## src/rtl/ilsa_pkg.sv

```systemverilog
`default_nettype none

package ilsa_pkg;

    localparam int NIB_W = 4;
    localparam int REG_W = 16;
    localparam int REG_COUNT = 4;
    localparam logic [3:0] LIMIT_RESET = 4'hf;

    typedef enum logic [1:0] {
        KIND_AUTO    = 2'd0,
        KIND_FIXED   = 2'd1,
        KIND_DISABLE = 2'd2
    } kind_t;

    typedef enum logic [2:0] {
        ST_OK     = 3'd0,
        ST_LIMIT  = 3'd1,
        ST_BUSY   = 3'd2,
        ST_FULL   = 3'd3,
        ST_BADIDX = 3'd4
    } status_t;

    typedef struct packed {
        logic [1:0] kind;
        logic [3:0] source;
        logic [3:0] level;
        logic [3:0] slot;
    } req_t;

    typedef struct packed {
        logic [3:0]  granted_slot;
        logic [1:0]  reg_index;
        logic [15:0] reg_value;
        logic [2:0]  status;
    } rsp_t;

endpackage

`default_nettype wire

```

## src/rtl/ilsa_if.sv

```systemverilog
`default_nettype none

interface ilsa_req_if;
    logic             valid;
    logic             ready;
    ilsa_pkg::req_t   data;

    modport source (output valid, output data, input ready);
    modport sink (input valid, input data, output ready);
endinterface

interface ilsa_rsp_if;
    logic             valid;
    logic             ready;
    ilsa_pkg::rsp_t   data;

    modport source (output valid, output data, input ready);
    modport sink (input valid, input data, output ready);
endinterface

interface ilsa_cfg_if;
    logic             valid;
    logic             ready;
    logic [3:0]       data;

    modport source (output valid, output data, input ready);
    modport sink (input valid, input data, output ready);
endinterface

`default_nettype wire

```

## src/rtl/ilsa_engine.sv

```systemverilog
`default_nettype none

module ilsa_engine #(
    parameter int LEVEL_COUNT = 15
) (
    input  wire logic           clk,
    input  wire logic           rst_n,
    input  wire logic           fire,
    input  wire ilsa_pkg::req_t req_i,
    input  wire logic           cfg_we,
    input  wire logic [3:0]     cfg_data,
    output ilsa_pkg::rsp_t      rsp_o
);

    localparam int SW = $clog2(LEVEL_COUNT);
    localparam logic [3:0] TOP_POS = 4'(LEVEL_COUNT - 1);
    localparam logic [3:0] LC4 = 4'(LEVEL_COUNT);

    logic [LEVEL_COUNT-1:0] map_reg;
    logic [LEVEL_COUNT-1:0] map_next;
    logic [15:0]            sel_reg [ilsa_pkg::REG_COUNT];
    logic [3:0]             limit_reg;

    logic [LEVEL_COUNT-1:0] free_vec;
    logic [LEVEL_COUNT-1:0] low_onehot;
    logic [SW-1:0]          low_idx;
    logic [3:0]             fixed_slot;
    logic [SW-1:0]          tgt_idx;
    logic [3:0]             nib;
    logic                   set_bit;
    logic                   clr_bit;
    logic                   wr_en;
    logic [3:0]             pos;
    logic [1:0]             ridx;
    logic [15:0]            cur_val;
    logic [15:0]            new_val;
    ilsa_pkg::status_t      st;

    always_comb
    begin
        // lowest free slot: isolate the lowest set bit of the free vector
        free_vec   = ~map_reg;
        low_onehot = free_vec & (LEVEL_COUNT'(0) - free_vec);
        low_idx    = '0;
        for (int i = 0; i < LEVEL_COUNT; i++)
        begin
            if (low_onehot[i])
            begin
                low_idx = low_idx | SW'(i);
            end
        end

        fixed_slot = LC4 - req_i.level;

        tgt_idx = '0;
        nib     = '0;
        set_bit = 1'b0;
        clr_bit = 1'b0;
        st      = ilsa_pkg::ST_OK;

        unique case (ilsa_pkg::kind_t'(req_i.kind))
            ilsa_pkg::KIND_AUTO:
            begin
                if (req_i.source > limit_reg)
                begin
                    st = ilsa_pkg::ST_LIMIT;
                end
                else if (&map_reg)
                begin
                    st = ilsa_pkg::ST_FULL;
                end
                else
                begin
                    tgt_idx = low_idx;
                    nib     = req_i.source;
                    set_bit = 1'b1;
                end
            end
            ilsa_pkg::KIND_FIXED:
            begin
                if ((req_i.level == 4'd0) || (req_i.level > LC4))
                begin
                    st = ilsa_pkg::ST_BADIDX;
                end
                else if (map_reg[fixed_slot[SW-1:0]])
                begin
                    st = ilsa_pkg::ST_BUSY;
                end
                else
                begin
                    tgt_idx = fixed_slot[SW-1:0];
                    nib     = req_i.source;
                    set_bit = 1'b1;
                end
            end
            ilsa_pkg::KIND_DISABLE:
            begin
                if (req_i.slot >= LC4)
                begin
                    st = ilsa_pkg::ST_BADIDX;
                end
                else
                begin
                    tgt_idx = req_i.slot[SW-1:0];
                    clr_bit = 1'b1;
                end
            end
            default:
            begin
                st = ilsa_pkg::ST_BADIDX;
            end
        endcase

        wr_en = set_bit | clr_bit;

        // slot s lives at field position top - s
        pos     = TOP_POS - 4'(tgt_idx);
        ridx    = pos[3:2];
        cur_val = sel_reg[ridx];
        for (int n = 0; n < ilsa_pkg::REG_COUNT; n++)
        begin
            if (pos[1:0] == 2'(n))
            begin
                new_val[n*ilsa_pkg::NIB_W +: ilsa_pkg::NIB_W] = nib;
            end
            else
            begin
                new_val[n*ilsa_pkg::NIB_W +: ilsa_pkg::NIB_W] =
                    cur_val[n*ilsa_pkg::NIB_W +: ilsa_pkg::NIB_W];
            end
        end

        map_next = map_reg;
        if (set_bit)
        begin
            map_next[tgt_idx] = 1'b1;
        end
        if (clr_bit)
        begin
            map_next[tgt_idx] = 1'b0;
        end

        if (wr_en)
        begin
            rsp_o.granted_slot = 4'(tgt_idx);
            rsp_o.reg_index    = ridx;
            rsp_o.reg_value    = new_val;
            rsp_o.status       = ilsa_pkg::ST_OK;
        end
        else
        begin
            rsp_o.granted_slot = '0;
            rsp_o.reg_index    = '0;
            rsp_o.reg_value    = '0;
            rsp_o.status       = st;
        end
    end

    always_ff @(posedge clk or negedge rst_n)
    begin
        if (!rst_n)
        begin
            map_reg   <= '0;
            limit_reg <= ilsa_pkg::LIMIT_RESET;
            for (int r = 0; r < ilsa_pkg::REG_COUNT; r++)
            begin
                sel_reg[r] <= '0;
            end
        end
        else
        begin
            if (cfg_we)
            begin
                limit_reg <= cfg_data;
            end
            if (fire && wr_en)
            begin
                map_reg       <= map_next;
                sel_reg[ridx] <= new_val;
            end
        end
    end

    a_err_zero: assert property (@(posedge clk) disable iff (!rst_n)
        (rsp_o.status != ilsa_pkg::ST_OK) |->
            ((rsp_o.granted_slot == 4'd0) && (rsp_o.reg_index == 2'd0)
             && (rsp_o.reg_value == 16'd0)))
        else $error("error result carries nonzero fields");

    a_claim_sets: assert property (@(posedge clk) disable iff (!rst_n)
        (fire && set_bit) |=> map_reg[$past(tgt_idx)])
        else $error("claimed slot not marked taken");

    a_free_clears: assert property (@(posedge clk) disable iff (!rst_n)
        (fire && clr_bit) |=> !map_reg[$past(tgt_idx)])
        else $error("released slot still marked taken");

    a_map_hold: assert property (@(posedge clk) disable iff (!rst_n)
        !(fire && wr_en) |=> $stable(map_reg))
        else $error("slot map changed without a transfer");

endmodule

`default_nettype wire

```

## src/rtl/interrupt_level_select_allocator_top.sv

```systemverilog
// channel  dir  handshake    payload
// req      in   valid/ready  kind, source, level, slot
// rsp      out  valid/ready  granted_slot, reg_index, reg_value, status
// cfg      in   valid/ready  auto_source_limit (4 bits), always ready
//
// one request per cycle sustained while rsp is not stalled; a request passes the
// input register, one pass of the allocate logic and the result register before
// rsp valid rises
// the slot map and selector registers update in the cycle the request leaves
// the input register, so the next request sees them at once
// rsp stalls hold the result register; req keeps being taken while the
// input register is empty or drains into the result register
// asynchronous active-low reset frees all slots, zeroes the selectors and
// sets the source limit to 15
`default_nettype none

module interrupt_level_select_allocator_top #(
    parameter int LEVEL_COUNT = 15
) (
    input  wire logic   clk,
    input  wire logic   rst_n,
    ilsa_req_if.sink    req,
    ilsa_rsp_if.source  rsp,
    ilsa_cfg_if.sink    cfg
);

    logic            in_valid_reg;
    logic            in_valid_next;
    ilsa_pkg::req_t  in_data_reg;
    logic            out_valid_reg;
    logic            out_valid_next;
    ilsa_pkg::rsp_t  out_data_reg;
    ilsa_pkg::rsp_t  eng_rsp;
    logic            advance;
    logic            fire;
    logic            req_xfer;

    assign advance   = !out_valid_reg || rsp.ready;
    assign fire      = in_valid_reg && advance;
    assign req.ready = !in_valid_reg || advance;
    assign req_xfer  = req.valid && req.ready;
    assign cfg.ready = 1'b1;

    assign rsp.valid = out_valid_reg;
    assign rsp.data  = out_data_reg;

    always_comb
    begin
        in_valid_next = in_valid_reg;
        if (req_xfer)
        begin
            in_valid_next = 1'b1;
        end
        else if (fire)
        begin
            in_valid_next = 1'b0;
        end

        out_valid_next = out_valid_reg;
        if (fire)
        begin
            out_valid_next = 1'b1;
        end
        else if (rsp.ready)
        begin
            out_valid_next = 1'b0;
        end
    end

    always_ff @(posedge clk or negedge rst_n)
    begin
        if (!rst_n)
        begin
            in_valid_reg  <= 1'b0;
            out_valid_reg <= 1'b0;
        end
        else
        begin
            in_valid_reg  <= in_valid_next;
            out_valid_reg <= out_valid_next;
        end
    end

    always_ff @(posedge clk)
    begin
        if (req_xfer)
        begin
            in_data_reg <= req.data;
        end
        if (fire)
        begin
            out_data_reg <= eng_rsp;
        end
    end

    ilsa_engine #(
        .LEVEL_COUNT (LEVEL_COUNT)
    ) u_engine (
        .clk      (clk),
        .rst_n    (rst_n),
        .fire     (fire),
        .req_i    (in_data_reg),
        .cfg_we   (cfg.valid && cfg.ready),
        .cfg_data (cfg.data),
        .rsp_o    (eng_rsp)
    );

    a_fire_fills: assert property (@(posedge clk) disable iff (!rst_n)
        fire |=> out_valid_reg)
        else $error("processed request left no result");

    a_no_overrun: assert property (@(posedge clk) disable iff (!rst_n)
        (in_valid_reg && !advance) |=> (in_valid_reg && $stable(in_data_reg)))
        else $error("pending request lost while result stalled");

    a_stall_hold: assert property (@(posedge clk) disable iff (!rst_n)
        (out_valid_reg && !rsp.ready) |=> !$past(fire))
        else $error("request processed into a stalled result register");

endmodule

`default_nettype wire
```

## src/flat_wrapper.sv

```systemverilog
// flat-port wrapper written by rule: the top's interface ports become plain ports
module interrupt_level_select_allocator_top_flat 
#(
    parameter int LEVEL_COUNT = 15
)
  (clk, rst_n, req_valid, req_data, req_ready, rsp_valid, rsp_data, rsp_ready, cfg_valid, cfg_data, cfg_ready);
  ilsa_req_if req_i ();
  ilsa_rsp_if rsp_i ();
  ilsa_cfg_if cfg_i ();
  input  wire logic clk;
  input  wire logic rst_n;
  input wire logic [$bits(req_i.valid)-1:0] req_valid;
  input wire logic [$bits(req_i.data)-1:0] req_data;
  output wire logic [$bits(req_i.ready)-1:0] req_ready;
  output wire logic [$bits(rsp_i.valid)-1:0] rsp_valid;
  output wire logic [$bits(rsp_i.data)-1:0] rsp_data;
  input wire logic [$bits(rsp_i.ready)-1:0] rsp_ready;
  input wire logic [$bits(cfg_i.valid)-1:0] cfg_valid;
  input wire logic [$bits(cfg_i.data)-1:0] cfg_data;
  output wire logic [$bits(cfg_i.ready)-1:0] cfg_ready;
  assign req_i.valid = req_valid;
  assign req_i.data = req_data;
  assign req_ready = req_i.ready;
  assign rsp_valid = rsp_i.valid;
  assign rsp_data = rsp_i.data;
  assign rsp_i.ready = rsp_ready;
  assign cfg_i.valid = cfg_valid;
  assign cfg_i.data = cfg_data;
  assign cfg_ready = cfg_i.ready;
  interrupt_level_select_allocator_top #(.LEVEL_COUNT(LEVEL_COUNT)) u_core (.clk(clk), .rst_n(rst_n), .req(req_i), .rsp(rsp_i), .cfg(cfg_i));
endmodule
```

## config.mk

```make
export PLATFORM = sky130hd
export DESIGN_NAME = interrupt_level_select_allocator_top_flat
export DESIGN_NICKNAME = d
export VERILOG_FILES = /design/src/rtl/ilsa_pkg.sv /design/src/rtl/ilsa_if.sv /design/src/rtl/ilsa_engine.sv /design/src/rtl/interrupt_level_select_allocator_top.sv /design/src/flat_wrapper.sv
export SDC_FILE = /design/constraint.sdc
export NUM_CORES = 1
export LEC_CHECK = 0
export ABC_AREA = 0
export BUFFER_PORTS_ARGS = -buffer_cell sky130_fd_sc_hd__buf_2
export CELL_PAD_IN_SITES_DETAIL_PLACEMENT = 1
export CELL_PAD_IN_SITES_GLOBAL_PLACEMENT = 1
export CORE_ASPECT_RATIO = 1.5
export CORE_MARGIN = 5
export CORE_UTILIZATION = 51
export DETAILED_ROUTE_END_ITERATION = 8
export PLACE_DENSITY_LB_ADDON = 0.1
export SLEW_MARGIN = 10
export SYNTH_ARGS = -nofsm -noshare
export SYNTH_HDL_FRONTEND = slang
export SYNTH_SLANG_ARGS = --single-unit
export TNS_END_PERCENT = 30
```

## constraint.sdc

```tcl
create_clock -name clk -period 8.5 [get_ports clk]
set_input_delay 1.7 -clock clk [delete_from_list [all_inputs] [get_ports clk]]
set_output_delay 1.7 -clock clk [all_outputs]
set_load 0.005 [all_outputs]
```

==> metrics.md <==
| Metric | Value |
|---|---|
| Status | finished, final reports clean |
| Hold bufs inserted after CTS | 0 |
| Top Layer Used | met4 |
| CTS Buf Count | 17 |
| R2R Path End | u_core.u_engine.sel_reg[45]$_DFFE_PN0P_ |
| Syn_area_per_cell | 10.4 µm² |
| Top post-synthesis cells by area | dfrtp_1 33%, edfxtp_1 19%, mux2i_1 8.4%, a21oi_1 5.7%, nand2_1 5.2% |
| Critical path's largest stage delay | 710 ps |
| Worst EP required | 8790 ps |
| Count leader, synth | nand2_1 |
| Number of placement rows | 49 |
| H-tree level count | 4 |
| Routed len/inst | 22.7 µm |
| Fin. Hold Viols | 0 |
| Ratio of cells with drive above 1 in the final layout | 0.187 |
| Layout Skew | 17.0 ps |
| Post-Syn Area | 0.00618 mm² |
| Met2 Wirelength | 10,200 µm |
| Setup TNS | 0 ps |
| Maximum VDD drop | 142 µV |
| # IOs | 51 |
| R2r startpoint | u_core.u_engine.limit_reg[2]$_DFFE_PN1P_ |
| CTS Root Cell | clkbuf_16 |
| Buffers on Ports | 49 |
| Cell mode on critical path | inv_1 |
| Slew headroom | 0.135 |
| Die Ht | 145 µm |
| Maximum clock frequency | 0.194 GHz |
| NumNets Final | 660 |
| Slowest CP cell | mux2i_4 |
| Clock tree sinks | 124 |
| Met3 WL | 592 µm |
| Metal-1 WL | 6730 µm |
| Die width | 99.9 µm |
| Slew Viols, Final | 0 |
| Power, Total | 0.00211 W |
| Top FF cell, synth | dfrtp_1 |
| Cell area power density | 297 mW/mm² |
| Antenna diodes | 0 |
| Fin crit period | 5140 ps |
| Worst Hold Launch | u_core.u_engine.sel_reg[12]$_DFFE_PN0P_ |
| Largest register FFs | 64 |
| DP Worst Slack | 3490 ps |
| DR iter-0 viols | 254 |
| Synthesis warning total | 0 |
| WP buf/inv | 3 |
| Setup slack, reg-to-reg | 3360 ps |
| Placed Cells | 767 |
| Arr. time, crit path | 5430 ps |
| Finished Layout Cells | 799 |
| Aggregate global-route resource usage | 0.266 |
| HPWL Detailed | 12,100 µm |
| Hold path depth | 0 |
| Setup bufs post-CTS | 0 |
| Crit end category | flop |
| Clk_lat worst skew | 420 ps |
| Asr flop ratio synth | 0.685 |
| Static Leak | 2.96 nW |
| Number of max-cap violations | 0 |
| DIE AREA | 0.0145 mm² |
| Delay-heaviest family, CP | multiplexers |
| Part of the cycle the worst path needs | 0.605 |
| Unique masters post-synth | 58 |
| Post-synthesis cell count | 592 |
| Routed Antenna Nets | 0 |
| Worst path cell trace | inv_1 -> ha_1 -> and3b_1 -> a2111oi_2 -> o21ai_1 -> o311a_1 -> buf_4 -> inv_1 -> nand2_1 -> or3_1 -> mux2i_4 -> mux2_2 |
| Number of global-route vias before repair | 5,577 |
| Routability congestion estimate | 0.795 |
| Grt ovf | 0 |
| RSZ-0062 raised after global routing | no |
| Number of synthesized flops with an enable pin | 39 |
| Share of the synthesized area in the top cell type | 0.328 |
| Via density | 6.11 |
| Final setup vio count | 0 |
| Fin Hold WS | 378 ps |
| PnR worst setup slack | 3360 ps |
| Hold EP | u_core.u_engine.sel_reg[12]$_DFFE_PN0P_ |
| #FFs+latches synth | 124 |
| Initial antenna violation count | 0 |
| Area grow syn2layout | 14.8% |
| Cell taking the most area after synthesis | dfrtp_1 |
| Clock Tree Buf Depth | 2 |
| Core area | 0.0120 mm² |
| Clk pin slew, worst setup/hold paths | 70 ps |
| Worst-margin pin slew | 1290 ps |
| Critical path launch point type | flop |
| Top cells by count, synth | 85 x nand2_1, 81 x dfrtp_1, 70 x a21oi_1 |
| R2R cell count | 12 |
| Gates resized, CTS repair | 0 |
| # DRC | 0 |
| Initial Utilization | 0.517 |
| Detailed-route via count | 4,885 |
| TritonCTS clock tree | built |
| Register area share after synthesis | 0.535 |
| Syn_nets | 619 |
| First-pass GRT wire length | 29,500 µm |
| Crit Path Category | reg -> reg |
| Worst min path class | reg -> reg |
| Largest net degree at the start of global routing | 82 |
| Detailed Route WL | 18,100 µm |
| Critical Path Fanout Max | 23 |
| 1st-pass router iterations | 5 |
[placed cells by master (no fill, tap or decap), types with 10 or more instances in the layout]
cell type,netlist,final
nor2_1,41,41
and2_1,10,10
nand2_1,85,85
clkbuf_16,0,18
edfxtp_1,39,39
a21oi_1,70,70
mux2_2,14,14
buf_2,8,48
dfrtp_1,81,81
mux2i_1,52,52
a31oi_1,19,19
o21ai_0,12,12
inv_1,25,25
nand3_1,11,11
[final cells by class]
| class | count | area, µm² |
|---|---|---|
| Inverter | 25 | 93.8 |
| Sequential cell | 124 | 3300 |
| Tap cell | 153 | 191 |
| Fill cell | 1306 | 4860 |
| Clock buffer | 19 | 454 |
| Multi-Input combinational cell | 408 | 2600 |
| Timing Repair Buffer | 57 | 308 |
| Clock inverter | 13 | 139 |
[logic make-up after synthesis]
logic type,after synthesis,share of synthesized area
AND/OR/NAND/NOR,192,0.143
AO/OA/AOI/OAI,142,0.149
flip-flops,124,0.535
multiplexers,69,0.121
buffers and inverters,60,0.0441
adder cells (fa/ha/maj),4,0.00810
other,1,0.000607
[how the worst max path moves through the flow]
stage / start / endpoint / slack [ps] / depth (start not counted)
detailed placement: u_core.u_engine.limit_reg[2]$_DFFE_PN1P_ / u_core.u_engine.sel_reg[45]$_DFFE_PN0P_ / 3490 / 12
finish: u_core.u_engine.limit_reg[2]$_DFFE_PN1P_ / u_core.u_engine.sel_reg[45]$_DFFE_PN0P_ / 3360 / 12
CTS: u_core.u_engine.limit_reg[2]$_DFFE_PN1P_ / u_core.u_engine.sel_reg[45]$_DFFE_PN0P_ / 3410 / 12
global route: u_core.u_engine.limit_reg[2]$_DFFE_PN1P_ / u_core.u_engine.sel_reg[46]$_DFFE_PN0P_ / 3110 / 12
floorplan: u_core.u_engine.limit_reg[2]$_DFFE_PN1P_ / u_core.rsp.data[6]$_SDFFCE_PN0P_ / 4920 / 12
global placement: u_core.u_engine.limit_reg[2]$_DFFE_PN1P_ / u_core.u_engine.sel_reg[44]$_DFFE_PN0P_ / 3630 / 12
[per-stage QoR]
step	util	cell area (µm²)
floorplan	-	6180
global placement	0.544	6500
detailed placement	0.544	6500
CTS	0.593	7090
global route	0.593	7090
finish	0.593	7090
[power by group]
part	switching [W]	internal (W)	total (W)	leakage, nW
Combinational	0.000301	0.000188	0.000489	1.20
Clock	0.000275	0.000451	0.000726	0.291
Sequential	0.000115	0.000779	0.000894	1.46
[worst reg2reg max path: stages, from the launching register on]
cell and delay (ps):
dfstp_2 520, inv_1 50, ha_1 340, and3b_1 220
a2111oi_2 460, o21ai_1 240, o311a_1 390, buf_4 240
inv_1 670, nand2_1 330, or3_1 440, mux2i_4 710
mux2_2 420
[routing by layer]
layer / vias to the layer above / global-route usage
li1: 2211 / -
met1: 2494 / 0.289
met2: 137 / 0.494
met3: 43 / 0.0460
met4: 0 / 0.128
met5: - / 0
No activity file was read; power rests on OpenSTA's default activity.
